## config.mk

```make
export PLATFORM = sky130hd
export DESIGN_NAME = segment_translate_tlb_refill_core
export DESIGN_NICKNAME = d
export VERILOG_FILES = /design/src/rtl/sttlb_pkg.sv /design/src/rtl/segment_translate_tlb_refill_core.sv /design/src/rtl/sttlb_regs.sv /design/src/rtl/sttlb_seg.sv
export VERILOG_INCLUDE_DIRS = /design/src /design/src/rtl
export SDC_FILE = /design/constraint.sdc
export NUM_CORES = 1
export LEC_CHECK = 0
export ABC_AREA = 1
export BUFFER_PORTS_ARGS = -buffer_cell sky130_fd_sc_hd__buf_2
export CAP_MARGIN = 40
export CORE_AREA = 2 2 273 275
export CTS_CLUSTER_SIZE = 8
export DETAILED_ROUTE_END_ITERATION = 10
export DIE_AREA = 0 0 275 277
export SYNTH_ARGS = -nofsm -noshare
export SYNTH_HDL_FRONTEND = slang
export SYNTH_SLANG_ARGS = --single-unit
```

## constraint.sdc

```tcl
create_clock -name clk -period 4.6 [get_ports clk]
set_input_delay 0.46 -clock clk [delete_from_list [all_inputs] [get_ports clk]]
set_output_delay 0.46 -clock clk [all_outputs]
set_load 0.05 [all_outputs]
```

## src/rtl/segment_translate_tlb_refill_core_macros.svh

```systemverilog
// Assertion macros for the segment translate TLB refill core.
// Included by the top level; needs no package.
`ifndef SEGMENT_TRANSLATE_TLB_REFILL_CORE_MACROS_SVH
`define SEGMENT_TRANSLATE_TLB_REFILL_CORE_MACROS_SVH

`ifndef ASSERT_OFF

// Property must hold at every clock edge outside reset.
`define STT_ASSERT(lbl, clk, rst_n, prop, msg) \
    lbl: assert property (@(posedge clk) disable iff (!rst_n) prop) \
        else $error(msg);

// Condition must never be seen outside reset.
`define STT_ASSERT_NEVER(lbl, clk, rst_n, cond, msg) \
    lbl: assert property (@(posedge clk) disable iff (!rst_n) !(cond)) \
        else $error(msg);

`else

`define STT_ASSERT(lbl, clk, rst_n, prop, msg)

`define STT_ASSERT_NEVER(lbl, clk, rst_n, cond, msg)

`endif

`endif

```

## src/rtl/sttlb_pkg.sv

```systemverilog
// Shared types and codes for the segment translate TLB refill core.
// No dependencies; imported by every module of the block.
`default_nettype none

package sttlb_pkg;

    localparam int PAGE_W     = 20;
    localparam int ADDR_W     = 32;
    localparam int OFFSET_W   = 12;
    localparam int REQ_W      = 3;
    localparam int STATUS_W   = 3;
    localparam int INDEX_W    = 6;
    localparam int CFG_ADDR_W = 5;
    localparam int CFG_DATA_W = 32;

    // Request types.
    localparam logic [REQ_W-1:0] REQ_READ     = 3'd0;
    localparam logic [REQ_W-1:0] REQ_WRITE    = 3'd1;
    localparam logic [REQ_W-1:0] REQ_READONLY = 3'd2;
    localparam logic [REQ_W-1:0] REQ_INVAL    = 3'd3;

    // Result status codes.
    localparam logic [STATUS_W-1:0] ST_OK       = 3'd0;
    localparam logic [STATUS_W-1:0] ST_BAD_REQ  = 3'd1;
    localparam logic [STATUS_W-1:0] ST_READONLY = 3'd2;
    localparam logic [STATUS_W-1:0] ST_OUTSIDE  = 3'd3;
    localparam logic [STATUS_W-1:0] ST_FULL     = 3'd4;

    // Register indexes (word address bits of paddr).
    localparam logic [2:0] REG_CODE_VIRT  = 3'd0;
    localparam logic [2:0] REG_CODE_PHYS  = 3'd1;
    localparam logic [2:0] REG_CODE_COUNT = 3'd2;
    localparam logic [2:0] REG_DATA_VIRT  = 3'd3;
    localparam logic [2:0] REG_DATA_PHYS  = 3'd4;
    localparam logic [2:0] REG_DATA_COUNT = 3'd5;
    localparam logic [2:0] REG_STACK_PHYS = 3'd6;

    typedef logic [PAGE_W-1:0] page_t;

    typedef struct packed {
        page_t code_virt;
        page_t code_phys;
        page_t code_count;
        page_t data_virt;
        page_t data_phys;
        page_t data_count;
        page_t stack_phys;
    } seg_cfg_t;

    typedef struct packed {
        logic  hit;
        page_t ppn;
    } seg_match_t;

endpackage

`default_nettype wire

```

## src/rtl/segment_translate_tlb_refill_core.sv

```systemverilog
// Channel  Direction  Handshake             Payload
// input    in         in_valid / in_stall   req_type, fault_addr
// output   out        out_valid / out_stall status, entry_written, entry_index,
//                                           entry_virt_page, entry_phys_page
// config   in         APB (psel, penable)   pwdata -> 20-bit segment registers
//
// One transfer is taken each cycle while the input is not stalled; its result passes
// from the input register into the result register, which presents it.
// The only dependence between requests is the TLB fill count, which is updated
// as a result is registered, so the next request sees it at once.
// Reset empties the TLB (fill count zero) and zeroes the segment registers.
// A stall on the output holds the result register, then the input register.
//
// Top level of the segment translate TLB refill core.
// Depends on sttlb_pkg, sttlb_regs, sttlb_seg and the assertion macro header.
`default_nettype none

`include "segment_translate_tlb_refill_core_macros.svh"

module segment_translate_tlb_refill_core
    import sttlb_pkg::*;
#(
    parameter int TLB_ENTRIES    = 64,
    parameter int STACK_PAGES    = 18,
    parameter int STACK_TOP_PAGE = 524288
)
(
    input  wire logic                  clk,
    input  wire logic                  rst_n,

    input  wire logic                  in_valid,
    output logic                       in_stall,
    input  wire logic [REQ_W-1:0]      req_type,
    input  wire logic [ADDR_W-1:0]     fault_addr,

    output logic                       out_valid,
    input  wire logic                  out_stall,
    output logic      [STATUS_W-1:0]   status,
    output logic                       entry_written,
    output logic      [INDEX_W-1:0]    entry_index,
    output logic      [PAGE_W-1:0]     entry_virt_page,
    output logic      [PAGE_W-1:0]     entry_phys_page,

    input  wire logic                  psel,
    input  wire logic                  penable,
    input  wire logic                  pwrite,
    input  wire logic [CFG_ADDR_W-1:0] paddr,
    input  wire logic [CFG_DATA_W-1:0] pwdata,
    output logic      [CFG_DATA_W-1:0] prdata,
    output logic                       pready
);

    localparam int IDX_W = $clog2(TLB_ENTRIES);
    localparam int CNT_W = $clog2(TLB_ENTRIES + 1);

    seg_cfg_t          cfg;
    seg_match_t        match;

    logic              in_valid_reg;
    logic [REQ_W-1:0]  req_reg;
    page_t             vpn_reg;

    // Entries fill lowest first and are only cleared all together, so the valid
    // entries are always a prefix and a count stands for the valid bits.
    logic [CNT_W-1:0]  fill_cnt_reg;
    logic [CNT_W-1:0]  fill_cnt_next;

    logic              out_valid_reg;
    logic [STATUS_W-1:0] status_reg;
    logic [STATUS_W-1:0] status_next;
    logic              written_reg;
    logic              written_next;
    logic [INDEX_W-1:0] index_reg;
    logic [INDEX_W-1:0] index_next;
    page_t             vpage_reg;
    page_t             vpage_next;
    page_t             ppage_reg;
    page_t             ppage_next;

    logic              out_load;
    logic              in_take;
    logic              tlb_full;
    logic [IDX_W+INDEX_W-1:0] index_wide;

    sttlb_regs u_regs
    (
        .clk     (clk),
        .rst_n   (rst_n),
        .psel    (psel),
        .penable (penable),
        .pwrite  (pwrite),
        .paddr   (paddr),
        .pwdata  (pwdata),
        .prdata  (prdata),
        .pready  (pready),
        .cfg     (cfg)
    );

    sttlb_seg #(
        .STACK_PAGES    (STACK_PAGES),
        .STACK_TOP_PAGE (STACK_TOP_PAGE)
    ) u_seg
    (
        .vpn   (vpn_reg),
        .cfg   (cfg),
        .match (match)
    );

    assign out_load = !out_valid_reg || !out_stall;
    assign in_stall = in_valid_reg && !out_load;
    assign in_take  = in_valid && !in_stall;

    always_ff @(posedge clk or negedge rst_n)
    begin
        if (!rst_n)
        begin
            in_valid_reg <= 1'b0;
        end
        else if (in_take)
        begin
            in_valid_reg <= 1'b1;
        end
        else if (out_load)
        begin
            in_valid_reg <= 1'b0;
        end
    end

    always_ff @(posedge clk)
    begin
        if (in_take)
        begin
            req_reg <= req_type;
            vpn_reg <= fault_addr[ADDR_W-1:OFFSET_W];
        end
    end

    assign tlb_full   = (fill_cnt_reg == CNT_W'(TLB_ENTRIES));
    assign index_wide = {{INDEX_W{1'b0}}, fill_cnt_reg[IDX_W-1:0]};

    always_comb
    begin
        status_next   = ST_OK;
        written_next  = 1'b0;
        index_next    = '0;
        vpage_next    = '0;
        ppage_next    = '0;
        fill_cnt_next = fill_cnt_reg;
        case (req_reg)
            REQ_READ, REQ_WRITE:
            begin
                if (!match.hit)
                begin
                    status_next = ST_OUTSIDE;
                end
                else if (tlb_full)
                begin
                    status_next = ST_FULL;
                end
                else
                begin
                    written_next  = 1'b1;
                    index_next    = index_wide[INDEX_W-1:0];
                    vpage_next    = vpn_reg;
                    ppage_next    = match.ppn;
                    fill_cnt_next = fill_cnt_reg + 1'b1;
                end
            end
            REQ_READONLY:
            begin
                status_next = ST_READONLY;
            end
            REQ_INVAL:
            begin
                fill_cnt_next = '0;
            end
            default:
            begin
                status_next = ST_BAD_REQ;
            end
        endcase
    end

    always_ff @(posedge clk or negedge rst_n)
    begin
        if (!rst_n)
        begin
            out_valid_reg <= 1'b0;
            fill_cnt_reg  <= '0;
        end
        else if (out_load)
        begin
            out_valid_reg <= in_valid_reg;
            if (in_valid_reg)
            begin
                fill_cnt_reg <= fill_cnt_next;
            end
        end
    end

    always_ff @(posedge clk)
    begin
        if (out_load && in_valid_reg)
        begin
            status_reg  <= status_next;
            written_reg <= written_next;
            index_reg   <= index_next;
            vpage_reg   <= vpage_next;
            ppage_reg   <= ppage_next;
        end
    end

    assign out_valid       = out_valid_reg;
    assign status          = status_reg;
    assign entry_written   = written_reg;
    assign entry_index     = index_reg;
    assign entry_virt_page = vpage_reg;
    assign entry_phys_page = ppage_reg;

    `STT_ASSERT_NEVER(a_fill_bound, clk, rst_n, fill_cnt_reg > CNT_W'(TLB_ENTRIES),
        "TLB fill count beyond entry count")
    `STT_ASSERT(a_stall_chain, clk, rst_n, in_stall |-> (out_valid_reg && out_stall),
        "input stalled while result register free")
    `STT_ASSERT(a_inval_empties, clk, rst_n,
        (out_load && in_valid_reg && req_reg == REQ_INVAL) |=> (fill_cnt_reg == '0),
        "invalidate did not empty the TLB")
    `STT_ASSERT(a_fill_counts, clk, rst_n,
        (out_load && in_valid_reg && written_next) |=>
            (fill_cnt_reg == $past(fill_cnt_reg) + 1'b1),
        "entry fill did not advance the count")

endmodule

`default_nettype wire

```

## src/rtl/sttlb_regs.sv

```systemverilog
// APB register file holding the segment bases and page counts.
// Depends on sttlb_pkg.
`default_nettype none

module sttlb_regs
    import sttlb_pkg::*;
(
    input  wire logic                  clk,
    input  wire logic                  rst_n,
    input  wire logic                  psel,
    input  wire logic                  penable,
    input  wire logic                  pwrite,
    input  wire logic [CFG_ADDR_W-1:0] paddr,
    input  wire logic [CFG_DATA_W-1:0] pwdata,
    output logic      [CFG_DATA_W-1:0] prdata,
    output logic                       pready,
    output seg_cfg_t                   cfg
);

    seg_cfg_t    cfg_reg;
    logic        wr_en;
    logic [2:0]  reg_sel;
    page_t       wr_page;
    page_t       rd_page;

    assign pready  = 1'b1;
    assign wr_en   = psel && penable && pwrite;
    assign reg_sel = paddr[4:2];
    assign wr_page = pwdata[PAGE_W-1:0];

    always_ff @(posedge clk or negedge rst_n)
    begin
        if (!rst_n)
        begin
            cfg_reg <= '0;
        end
        else if (wr_en)
        begin
            case (reg_sel)
                REG_CODE_VIRT:  cfg_reg.code_virt  <= wr_page;
                REG_CODE_PHYS:  cfg_reg.code_phys  <= wr_page;
                REG_CODE_COUNT: cfg_reg.code_count <= wr_page;
                REG_DATA_VIRT:  cfg_reg.data_virt  <= wr_page;
                REG_DATA_PHYS:  cfg_reg.data_phys  <= wr_page;
                REG_DATA_COUNT: cfg_reg.data_count <= wr_page;
                REG_STACK_PHYS: cfg_reg.stack_phys <= wr_page;
                default:        ;
            endcase
        end
    end

    always_comb
    begin
        case (reg_sel)
            REG_CODE_VIRT:  rd_page = cfg_reg.code_virt;
            REG_CODE_PHYS:  rd_page = cfg_reg.code_phys;
            REG_CODE_COUNT: rd_page = cfg_reg.code_count;
            REG_DATA_VIRT:  rd_page = cfg_reg.data_virt;
            REG_DATA_PHYS:  rd_page = cfg_reg.data_phys;
            REG_DATA_COUNT: rd_page = cfg_reg.data_count;
            REG_STACK_PHYS: rd_page = cfg_reg.stack_phys;
            default:        rd_page = '0;
        endcase
    end

    assign prdata = {{(CFG_DATA_W-PAGE_W){1'b0}}, rd_page};
    assign cfg    = cfg_reg;

endmodule

`default_nettype wire

```

## src/rtl/sttlb_seg.sv

```systemverilog
// Segment lookup: matches a virtual page against code, data and stack
// and forms the physical page. Depends on sttlb_pkg.
`default_nettype none

module sttlb_seg
    import sttlb_pkg::*;
#(
    parameter int STACK_PAGES    = 18,
    parameter int STACK_TOP_PAGE = 524288
)
(
    input  wire page_t    vpn,
    input  wire seg_cfg_t cfg,
    output seg_match_t    match
);

    // The stack base saturates at page zero when the stack is taller than its top.
    localparam int    STACK_BASE_INT = (STACK_TOP_PAGE > STACK_PAGES) ?
                                       (STACK_TOP_PAGE - STACK_PAGES) : 0;
    localparam page_t STACK_BASE     = PAGE_W'(STACK_BASE_INT);
    localparam page_t STACK_TOP      = PAGE_W'(STACK_TOP_PAGE);

    logic [PAGE_W:0] vpn_x;
    logic [PAGE_W:0] code_end;
    logic [PAGE_W:0] data_end;
    logic            code_hit;
    logic            data_hit;
    logic            stack_hit;
    page_t           code_ppn;
    page_t           data_ppn;
    page_t           stack_ppn;

    // Bounds are formed one bit wider so that base plus count never wraps.
    assign vpn_x    = {1'b0, vpn};
    assign code_end = {1'b0, cfg.code_virt} + {1'b0, cfg.code_count};
    assign data_end = {1'b0, cfg.data_virt} + {1'b0, cfg.data_count};

    assign code_hit  = (vpn >= cfg.code_virt) && (vpn_x < code_end);
    assign data_hit  = (vpn >= cfg.data_virt) && (vpn_x < data_end);
    assign stack_hit = (vpn >= STACK_BASE) && (vpn < STACK_TOP);

    assign code_ppn  = vpn - cfg.code_virt + cfg.code_phys;
    assign data_ppn  = vpn - cfg.data_virt + cfg.data_phys;
    assign stack_ppn = vpn - STACK_BASE + cfg.stack_phys;

    always_comb
    begin
        match.hit = code_hit || data_hit || stack_hit;
        if (code_hit)
        begin
            match.ppn = code_ppn;
        end
        else if (data_hit)
        begin
            match.ppn = data_ppn;
        end
        else
        begin
            match.ppn = stack_ppn;
        end
    end

endmodule

`default_nettype wire

```

; ---- Yosys cells after proc, flatten, opt, wreduce, memory -nomap -nowiden
; Cells that the tools add are included.
; W data, S select, Z words.
[totals]
wordCells = 88
inputBits = 79
out_inout_bits = 85
regBits = 222
[op_classes]
eq_ne = 12
n_reduce_logical = 30
bitwise = 2
addsub = 9
mux = 12
order_cmp = 6
[ops]
columns = op, count
row1 = $pmux W20 S7, 1
row2 = $add A20 B20 Y20, 3
row3 = $add A20 B20 Y21, 2
row4 = $lt A20 B21 Y1, 2
row5 = $ge A20 B20 Y1, 2
row6 = $mux W20, 2
row7 = $sub A20 B20 Y20, 2
row8 = $ge A20 B19 Y1 const B, 1
row9 = $lt A20 B20 Y1 const B, 1
row10 = $sub A20 B19 Y20 const B, 1
row11 = $reduce_and A2 Y1, 8
row12 = $mux W7, 2
row13 = $pmux W7 S2, 1
row14 = $eq A3 B2 Y1 const B, 4
row15 = $eq A3 B3 Y1 const B, 3
row16 = $pmux W3 S3, 1
row17 = $logic_and A1 B1 Y1, 8
row18 = $add A7 B1 Y7 const B, 1
row19 = $eq A7 B7 Y1 const B, 1
row20 = $eq A3 B1 Y1 const B, 2
row21 = $logic_not A3 Y1, 2
row22 = $mux W3, 2
row23 = $reduce_and A5 Y1, 1
row24 = $logic_not A1 Y1, 4
row25 = other kinds (7), 14

; ---- Logic depth before layout (Yosys ltp)
[depth]
depth_word = 7
depth_mapped = 27
depth_no_buf = 26

; ---- Cells and area by module
; A second synthesis with hierarchy kept.
[hier_totals]
hier_cells = 2755
hier_area_um2 = 19932.9
[by_module_without_submodules]
columns = module, instances, area_each_um2, seq_area_each_um2, cells_each
row1 = sttlb_seg, 1, 9392.8, 0.0, 1565
row2 = sttlb_regs, 1, 7136.8, 3503.4, 933
row3 = segment_translate_tlb_refill_core, 1, 3403.3, 2417.3, 257

; ---- Worst setup path after synthesis
; Ideal clock, no wire load.
[synth_path]
path_kind = register to register
from = register u_regs.cfg_reg, in the netlist u_regs.cfg[60]
to = register ppage_reg[3], in the netlist entry_phys_page[3], data pin
t_required_ns = 4.344
setup_slack_ns = 0.743
n_path_buf = 1
t_arrival_ns = 3.601
path_stages_with_launch = 25
period_less_slack_ns = 3.857
setup_time_ns = 0.256
cell_sequence = dfrtp_1 ha_1 inv_1 fa_1 inv_1 nand3_1 nand2_1 a21oi_1 o21ai_0 a21oi_1 o21ai_0 nand2_1 nand2_1 xnor2_1 ha_1 nand2_1 nor2_1 a211oi_1 nand2_1 nand3_4 nand3_4 buf_4 o21a_1 nor2_1 nor2_1
[synth_between]
elab_chain_len = 7
elab_cells_between_ends = 12
classes_between = 3 x add/sub / 2 x order compare / 2 x mux / 1 x bitwise / 4 x reduce/logical
[synth_rtl]
columns = item, line
row1 = from (decl), sttlb_regs.sv:20  ; seg_cfg_t cfg_reg;
row2 = $add A20 B20 Y21, sttlb_seg.sv:36  ; assign data_end = {1'b0, cfg.data_virt} + {1'b0, cfg.data_count};
row3 = $lt A20 B21 Y1, sttlb_seg.sv:39  ; assign data_hit = (vpn >= cfg.data_virt) && (vpn_x < data_end);
row4 = $logic_and A1 B1 Y1, sttlb_seg.sv:39
row5 = $logic_or A1 B1 Y1 (2 in series), sttlb_seg.sv:48  ; match.hit = code_hit || data_hit || stack_hit;
row6 = $not A1 Y1 (no source line), --
row7 = $reduce_or A3 Y1 (no source line), --
row8 = to (signal assigned), segment_translate_tlb_refill_core.sv:209  ; ppage_reg <= ppage_next;
row9 = to (decl), segment_translate_tlb_refill_core.sv:77  ; page_t ppage_reg;
; Parallel ways exist; a longest one is shown, timed or not.
; A chain may end at the register's enable or synchronous reset.

; ---- Final worst setup path
[layout_path]
from = register u_regs.cfg_reg, in the netlist u_regs.cfg[124]
to = register ppage_reg[0], in the netlist entry_phys_page[0], data pin
[layout_between]
elab_chain_len = 7
elab_cells_between_ends = 9
classes_between = 1 x add/sub / 2 x order compare / 1 x mux / 1 x bitwise / 4 x reduce/logical
[layout_rtl]
columns = item, line
row1 = $add A20 B20 Y21, sttlb_seg.sv:35  ; assign code_end = {1'b0, cfg.code_virt} + {1'b0, cfg.code_count};
row2 = $lt A20 B21 Y1, sttlb_seg.sv:38  ; assign code_hit = (vpn >= cfg.code_virt) && (vpn_x < code_end);
row3 = $logic_and A1 B1 Y1 *, sttlb_seg.sv:38
row4 = $logic_or A1 B1 Y1 (2 in series), sttlb_seg.sv:48
row5 = $not A1 Y1 (no source line), --
row6 = $reduce_or A3 Y1 (no source line), --
; Mark *: on every way between the ends. The rest lies on a longest branch, timed or not.

==> run metrics <==
largest net degree at the start of global routing 113; Total Power 12.58 mW; fmax 0.2341 GHz; outcome complete, no violations; final setup fails 0; Synth warnings 0; GP Congestion 0.9338; CTS H-tree lvls 2; setup TNS 0 ps; Final #Nets 2863; CP Max Fanout 12; Slew Limit Headroom 48.28%; CTS Sinks 222; RSZ-0062 raised after global routing no; Post-DRT Antenna Nets 0; most common cell after layout, fill and taps aside nand2_1; Clock Skew 28.81 ps; Period minus WS final 4272 ps; Rows 100; area grow syn2layout 16.60%; crit end category flop; Reg area 0.005921 mm2; Compound-Gate Fraction of Synth Area 13.93%; adder-cell share of the synthesized area 18.04%; syn avg cell area 7.622 um2; Syn Inst Count 2389; core area 0.07357 mm2; drt first pass iters 6; Hold Crit Class in -> reg; most frequent CP cell nand2_1; width of the die 275 um; hold slack final 73.12 ps; dpl cells 3477; commonest cells after routing, fill and taps aside nand2_1 (564), inv_1 (402), ha_1 (197); die area 0.07618 mm2; setup bufs post-CTS 0; Total Wirelength 67160 um; simple-gate portion of the synthesized area 21.14%; Post-synth EDFFs 73; Ant. Diodes 0; TritonCTS Buffers 35; final hold violations 0; startpoint types flop; total number of vias 16620; DRT iter0 DRCs 1235; gr usage total 17.43%; LEAKAGE 10.51 nW; synthesized area 0.01821 mm2; slowest stage cell on the critical path dfrtp_1; GR Overflow Total 0; die height 277 um; Synth Register Bits 222; TritonCTS clock tree yes; Clock Pin Slew Worst Setup and Hold Paths 50 ps; max incr delay on CP 460 ps; Netlist cell types 54; asr flop ratio synth 67.12%; post-synthesis xor/xnor area fraction 4.040%; vias per cell 4.705; effective utilization at floorplan 24.75%; mux contribution to synthesized area 0%; num ports 164; share of the yosys chip area belonging to registers 32.51%; max-slew violation count 0; Critical Path, Cell by Cell ha_1, a21oi_1, nand2_1, nor2_1, o21ai_0, buf_4, a21oi_1, o21bai_1, xnor2_1, ha_1, nand2_1, nor2_1, a211oi_1, nand2_1, nand2_1, nand3_4, buf_4, or2_1, nand3_1, nor2_1; critical path data arrival time 4570 ps; DRC Markers 0; filler cell count 8031; Tcrit/Tclk final 92.88%; main combinational cell family by area after synthesis simple AND/OR/NAND/NOR gates; Root Buffer clkbuf_16; vias in the first global route 16170; DR WL/cell 19.01 um; Max-cap violations 0; share of cells above drive strength 1 9.867%; CP delay by family, top simple AND/OR/NAND/NOR gates; Crit path required time 4900 ps; worst slew pin tran 774.9 ps; IR drop worst, VDD 0.2298 mV; clock latency on the worst-skew pair 560 ps; Max Root-Sink Buffers 3; WS Path Type reg -> reg; port buffer count 124; Main synth FF type dfrtp_1; first-pass GRT wire length 99460 um; hpwl dp 54620 um; area of the multi-input gates 0.01050 mm2; initial antenna violation count 4; Cell Pwr Density 592.7 mW/mm2; Buffers & Inverters on Critical Path 2; Cell Count, Final, Fillers Out 3533; Largest register FFs 140
-- worst paths after layout --
kind                                             startpoint                                to  slack [ps]  cells past startpoint
worst max-delay path            u_regs.cfg[124]$_DFFE_PN0P_  entry_phys_page[0]$_SDFFCE_PP0P_         330                     20
worst min-delay path                         fault_addr[18]              vpn_reg[6]$_DFFE_PP_          70                      1
worst max register to register  u_regs.cfg[124]$_DFFE_PN0P_  entry_phys_page[0]$_SDFFCE_PP0P_         330                     20
worst min register to register     in_valid_reg$_DFFE_PN0P_             out_valid$_DFFE_PN0N_         480                      2
max in group asynchronous                             rst_n        u_regs.cfg[76]$_DFFE_PN0P_        3160                      3
min in group asynchronous                             rst_n       fill_cnt_reg[3]$_DFFE_PN0P_         430                      2
-- logic make-up after synthesis --
logic type,Yosys count
buf+inv,473
fa+ha+maj,238
other cells,2
flops,222
compound gates,447
xor+xnor,84
simple gates,923
-- power by group --
group | internal [mW] | total (mW) | leakage, nW | switching [mW]
Clock | 1.48 | 2.49 | 0.507 | 1.01
Sequential | 2.46 | 2.83 | 2.52 | 0.377
Combinational | 2.47 | 7.26 | 7.49 | 4.79
-- layout make-up --
type	instances	area share [%]
clock buffers	51	4.643
clock inverters	4	0.2829
inverters	410	7.266
multi-input cells	1705	49.43
flip-flops and latches	222	27.88
well taps	969	5.710
repair buffers	172	4.779
-- layer usage --
metal | track usage [%] | wire length, um
met5 | 0 | 46
met4 | 5.239 | 1950
met3 | 2.853 | 5140
met2 | 28.47 | 30730
met1 | 23.46 | 29290
-- synth_stat cells, types with 4 or more instances --
| master | n | area, um2 |
|---|---|---|
| nor3_1 | 19 | 95.09 |
| xor2_1 | 50 | 437.9 |
| a211oi_1 | 5 | 37.54 |
| o31ai_1 | 5 | 37.54 |
| o211ai_1 | 15 | 112.6 |
| buf_2 | 4 | 20.02 |
| a31oi_1 | 8 | 50.05 |
| buf_4 | 17 | 127.6 |
| o21ai_0 | 183 | 915.9 |
| fa_1 | 41 | 820.8 |
| a21oi_1 | 144 | 720.7 |
| clkbuf_1 | 38 | 142.6 |
| ha_1 | 197 | 2465 |
| edfxtp_1 | 73 | 2192 |
| buf_6 | 4 | 45.04 |
| o22ai_1 | 23 | 143.9 |
| nand2_1 | 564 | 2117 |
| o21ai_1 | 5 | 25.02 |
| nor2_1 | 188 | 705.7 |
| xnor2_1 | 34 | 297.8 |
| nor4_1 | 5 | 31.28 |
| a21boi_0 | 4 | 30.03 |
| o2111ai_1 | 10 | 87.58 |
| dfrtp_1 | 149 | 3729 |
| inv_1 | 404 | 1516 |
| nand3_1 | 87 | 435.4 |
| a22oi_1 | 6 | 45.04 |
| nand4_1 | 33 | 206.5 |
| o221ai_1 | 6 | 52.55 |
| inv_2 | 5 | 18.77 |
| a221oi_1 | 10 | 87.58 |
| nand3_4 | 4 | 70.07 |
| o21bai_1 | 14 | 105.1 |
-- timing repair --
action / in CTS / in global routing
resized for setup: 0 / 8
hold buffers: 1 / 0
setup endpoints to repair: 0 / 47
hold endpoints to repair: 37 / 0
-- stage by stage --
step | worst slack, ps | utilization (%) | area [um2]
5_1_grt | 18.88 | 28.86 | 21230
6_report | 327.7 | 28.86 | 21230
4_1_cts | 212.1 | 28.83 | 21210
3_5_place_dp | 258.4 | 27.39 | 20150
2_1_floorplan | 743.3 | - | 18250
3_3_place_gp | 286.7 | 27.39 | 20150
Note: power is estimated with default switching activity, not from simulation.
